`src/hdl/smx_pkg.sv`:
```
// Shared types and codes for the stack machine executor.
// Used by smx_alu, stack_machine_executor and tb_top; depends on nothing.
package smx_pkg;

  typedef enum logic [2:0] {
    OP_PUSH_IMM = 3'd0,
    OP_PUSH_MEM = 3'd1,
    OP_POP_MEM  = 3'd2,
    OP_ADD      = 3'd3,
    OP_SUB      = 3'd4,
    OP_MUL      = 3'd5,
    OP_DIV      = 3'd6,
    OP_PRINT    = 3'd7
  } opcode_t;

  typedef enum logic [1:0] {
    ST_OK        = 2'd0,
    ST_OVERFLOW  = 2'd1,
    ST_UNDERFLOW = 2'd2,
    ST_DIVZERO   = 2'd3
  } status_t;

  typedef enum logic [1:0] {
    ALU_ADD = 2'd0,
    ALU_SUB = 2'd1,
    ALU_MUL = 2'd2,
    ALU_DIV = 2'd3
  } alu_op_t;

  typedef struct packed {
    logic    start;
    alu_op_t op;
  } alu_ctl_t;

  typedef struct packed {
    logic busy;
    logic done;
  } alu_sts_t;

endpackage

```
`src/hdl/smx_alu.sv`:
```
// Shared arithmetic unit: add, subtract and multiply in a single registered step, signed
// divide one quotient bit per cycle, then a sign fix state. Depends on smx_pkg.
module smx_alu
  import smx_pkg::*;
(
  input  logic        clk,
  input  logic        rst,
  input  alu_ctl_t    ctl,
  input  logic [31:0] a,
  input  logic [31:0] b,
  output alu_sts_t    sts,
  output logic [31:0] result
);

  typedef enum logic [1:0] {A_IDLE, A_DIV, A_FIX} astate_t;

  astate_t     state;
  logic        done;
  logic [31:0] rem;
  logic [31:0] quo;
  logic [31:0] dvs;
  logic        neg;
  logic [4:0]  cnt;
  logic [32:0] trial;

  // restoring step: shift in next dividend bit, try subtracting divisor
  assign trial = {rem, quo[31]} - {1'b0, dvs};

  assign sts = '{busy: (state != A_IDLE), done: done};

  always_ff @(posedge clk) begin
    if (rst) begin
      state <= A_IDLE;
      done  <= 1'b0;
    end else begin
      unique case (state)
        A_IDLE: begin
          done <= ctl.start && (ctl.op != ALU_DIV);
          if (ctl.start) begin
            unique case (ctl.op)
              ALU_ADD: begin
                result <= a + b;
              end
              ALU_SUB: begin
                result <= a - b;
              end
              ALU_MUL: begin
                result <= a * b;
              end
              ALU_DIV: begin
                quo   <= a[31] ? (32'd0 - a) : a;
                dvs   <= b[31] ? (32'd0 - b) : b;
                neg   <= a[31] ^ b[31];
                rem   <= '0;
                cnt   <= '0;
                state <= A_DIV;
              end
              default: ;
            endcase
          end
        end
        A_DIV: begin
          done <= 1'b0;
          if (!trial[32]) begin
            rem <= trial[31:0];
          end else begin
            rem <= {rem[30:0], quo[31]};
          end
          quo <= {quo[30:0], ~trial[32]};
          cnt <= cnt + 5'd1;
          if (cnt == 5'd31) begin
            state <= A_FIX;
          end
        end
        A_FIX: begin
          result <= neg ? (32'd0 - quo) : quo;
          done   <= 1'b1;
          state  <= A_IDLE;
        end
        default: begin
          done  <= 1'b0;
          state <= A_IDLE;
        end
      endcase
    end
  end

endmodule

```
`config.mk`:
```
export PLATFORM = sky130hd
export DESIGN_NAME = smx_alu
export DESIGN_NICKNAME = d
export VERILOG_FILES = /design/src/hdl/smx_pkg.sv /design/src/hdl/smx_alu.sv
export SDC_FILE = /design/constraint.sdc
export NUM_CORES = 2
export LEC_CHECK = 0
export BUFFER_PORTS_ARGS = -buffer_cell sky130_fd_sc_hd__clkbuf_2
export CAP_MARGIN = 20
export CELL_PAD_IN_SITES_DETAIL_PLACEMENT = 2
export CELL_PAD_IN_SITES_GLOBAL_PLACEMENT = 2
export CORE_UTILIZATION = 45
export DETAILED_ROUTE_END_ITERATION = 10
export PLACE_DENSITY_LB_ADDON = 0.1
export SYNTH_ARGS = -nofsm -noshare
export SYNTH_HDL_FRONTEND = slang
export SYNTH_SLANG_ARGS = --single-unit
```
`constraint.sdc`:
```
create_clock -name clk -period 20 [get_ports clk]
set_input_delay 0 -clock clk [delete_from_list [all_inputs] [get_ports clk]]
set_output_delay 0 -clock clk [all_outputs]
set_load 0.03 [all_outputs]
```
==> impl_metrics.yaml <==
global_routing:
  grt_pass1_wl_um: 162000
  grt_pass1_vias: 26000
  grt_overflow_total: 0
  track_usage: 0.358
  grt_max_degree: 70
  antenna_found_initial: 8
layout:
  drive_above_1_share: 0.0662
  finish.utilization: 0.487
  nets: 3667
  final_cells: 3783
  final_common_cell: "inv_1"
  final_cell_area_sq_um: 28800
  area_growth_pct: 6.66
  layout_common_cells: "inv_1, fa_1, nand2_1"
hold_path:
  min_from: "b[28]"
  holdPathStages: 2
  worstHoldEndpoint: "dvs[28]"
  hold_class: "primary input to flip-flop"
outcome:
  status: "finished, violations left"
  violations: "design-rule violations"
synth:
  synthAdderAreaFrac: 0.393
  ys_ff_latch: 137
  synthArstFlopShare: 0
  synth_mux_area_frac: 0.0108
  synth_ff_type: "edfxtp_1"
  synthesis.area_sq_um: 27000
  ys_seq_area_frac: 0.151
  syn_avg_cell_area_sq_um: 8.98
  synth_edf_count: 134
  synthesis.nets: 3678
  synth_xor_area_frac: 0.0788
  synth_top_family_by_area: "adder cells"
  yosys.area_share.simple: 0.180
  ys_warn_count: 0
  synthCells: 3007
  synth_compound_gate_area_share: 0.100
  yosysUniqueCellTypes: 70
place:
  place.gp.congestion: 0.930
  dp_hpwl_um: 79600
  placed_cells: 3746
  dpl_cell_area_sq_um: 28100
  port-buffer-count: 102
routing:
  drt_first_pass_iters: 8
  vias_per_cell: 5.91
  wl_per_cell_um: 28.0
  drc: 49
  drt_iter0_drc: 1353
  routed_wl_um: 106000
  ant_nets: 0
  vias: 22400
die:
  floorplan.die.height_um: 247
  die_area_sq_um: 61000
  start_util: 0.457
  rows: 89
  core_area_sq_um: 59100
  io_pins: 103
  die_w_um: 247
critical_path:
  endpoint_kind: "flip-flop"
  cp_max_fo: 34
  critPathSlowestCell: "fa_1"
  r2r_start: "quo[31]"
  slowest_delay_ns: 0.55
  reg2reg_slack_ns: 15.03
  timing.rr.end: "rem[3]"
  path_class: "primary input to flip-flop"
  worst_ep_arrival_time_ns: 7.55
  crit_path_frequent_cell: "fa_1"
  required_ns: 20.17
  cp-start-kind: "primary input"
  rr_worst_depth: 14
clock_tree:
  htree_levels: 4
  cts-resized-gates: 0
  cts_tree: "done"
  cts_root_buffer: "clkbuf_16"
  hold_buffers: 3
  cts.path.max_buffers: 2
  post-cts-setup-buffer-count: 0
  clk_pin_slew_ns: 0.07
  cts_buffers: 17
  clock_latency_ns: 0.46
  cts.sinks: 137
sta:
  worst_clock_skew_ns: 0.0128
  timing.fmax_ghz: 0.136
  rsz0062_at_grt: "no"
  hold_viol_final: 0
  slew_headroom: 0.334
  tns_ns: 0
  maxSlewViolCount: 0
  worstMarginPinSlew_ns: 0.999
  min_period_over_period: 0.369
  layout_min_cycle_time_ns: 7.38
  setup_viol: 0
run:
  cap_viol_max_count: 0
-- critical path, delay by kind of cell --
family                   cells  cell delay, ns
AO/OA/AOI/OAI                8            1.73
XOR/XNOR                     1            0.16
adder cells (fa/ha/maj)      9            4.38
AND/OR/NAND/NOR              2            0.47
buffers and inverters        5            0.77
-- cell families after synthesis --
kind of cell	after synthesis
muxes	29
buffers and inverters	614
DFF	137
adders and majority gates	602
xor gates and xnor gates	243
AOI/OAI and AO/OA	422
and+or+nand+nor	960
-- per-layer routing --
layer	up-vias	wire length, um	global-route usage
met5	-	13	0
met4	2	3940	0.137
met3	177	4590	0.0283
met2	592	52500	0.621
met1	12000	44700	0.463
li1	9582	-	-
-- state kept, by name, summed over array words and instances, names as in the netlist --
register,count
state,2
cnt,5
dvs,32
rem,32
done,1
quo,32
neg,1
result,32
-- final cells by class --
type	instances	area (sq um)
fill	6427	30300
inverter	440	1650
clock buffer	18	429
tap	773	967
antenna	2	5.00
multi-input combinational	2256	20600
sequential	137	4080
clock inverter	13	169
timing repair buffer	144	861
-- worst max-delay path by stage --
stage	startpoint	end	slack (ns)	depth (start not counted)
2_1_floorplan	a[13]	result[30]	13.08	26
3_3_place_gp	b[2]	result[29]	12.46	25
3_5_place_dp	b[2]	result[29]	12.19	25
4_1_cts	b[2]	result[31]	12.68	25
5_1_grt	b[2]	result[31]	12.33	22
6_report	b[2]	result[31]	12.62	25
-- synthesized netlist by cell type, types with 27 or more instances --
library cell / n / area, sq um
a21o_1: 35 / 263
a21oi_1: 90 / 450
and2_1: 310 / 1940
clkbuf_1: 162 / 608
edfxtp_1: 134 / 4020
fa_1: 410 / 8210
ha_1: 192 / 2400
inv_1: 440 / 1650
mux2i_1: 27 / 270
nand2_1: 354 / 1330
nor2_1: 110 / 413
nor3_1: 37 / 185
o21ai_0: 123 / 616
o31ai_1: 33 / 248
xnor2_1: 130 / 1140
xor2_1: 113 / 990
-- per-stage QoR --
stage	setup slack, ns	hold slack [ns]
floorplan	13.08	0.0758
global placement	12.46	0.277
detailed placement	12.19	0.304
CTS	12.68	0.0183
global route	12.33	0.0550
finish	12.62	0.0425
Power is left out: the tool's default activity adds up to more than one toggle a clock period on the data nets, which glitch-free logic cannot reach.
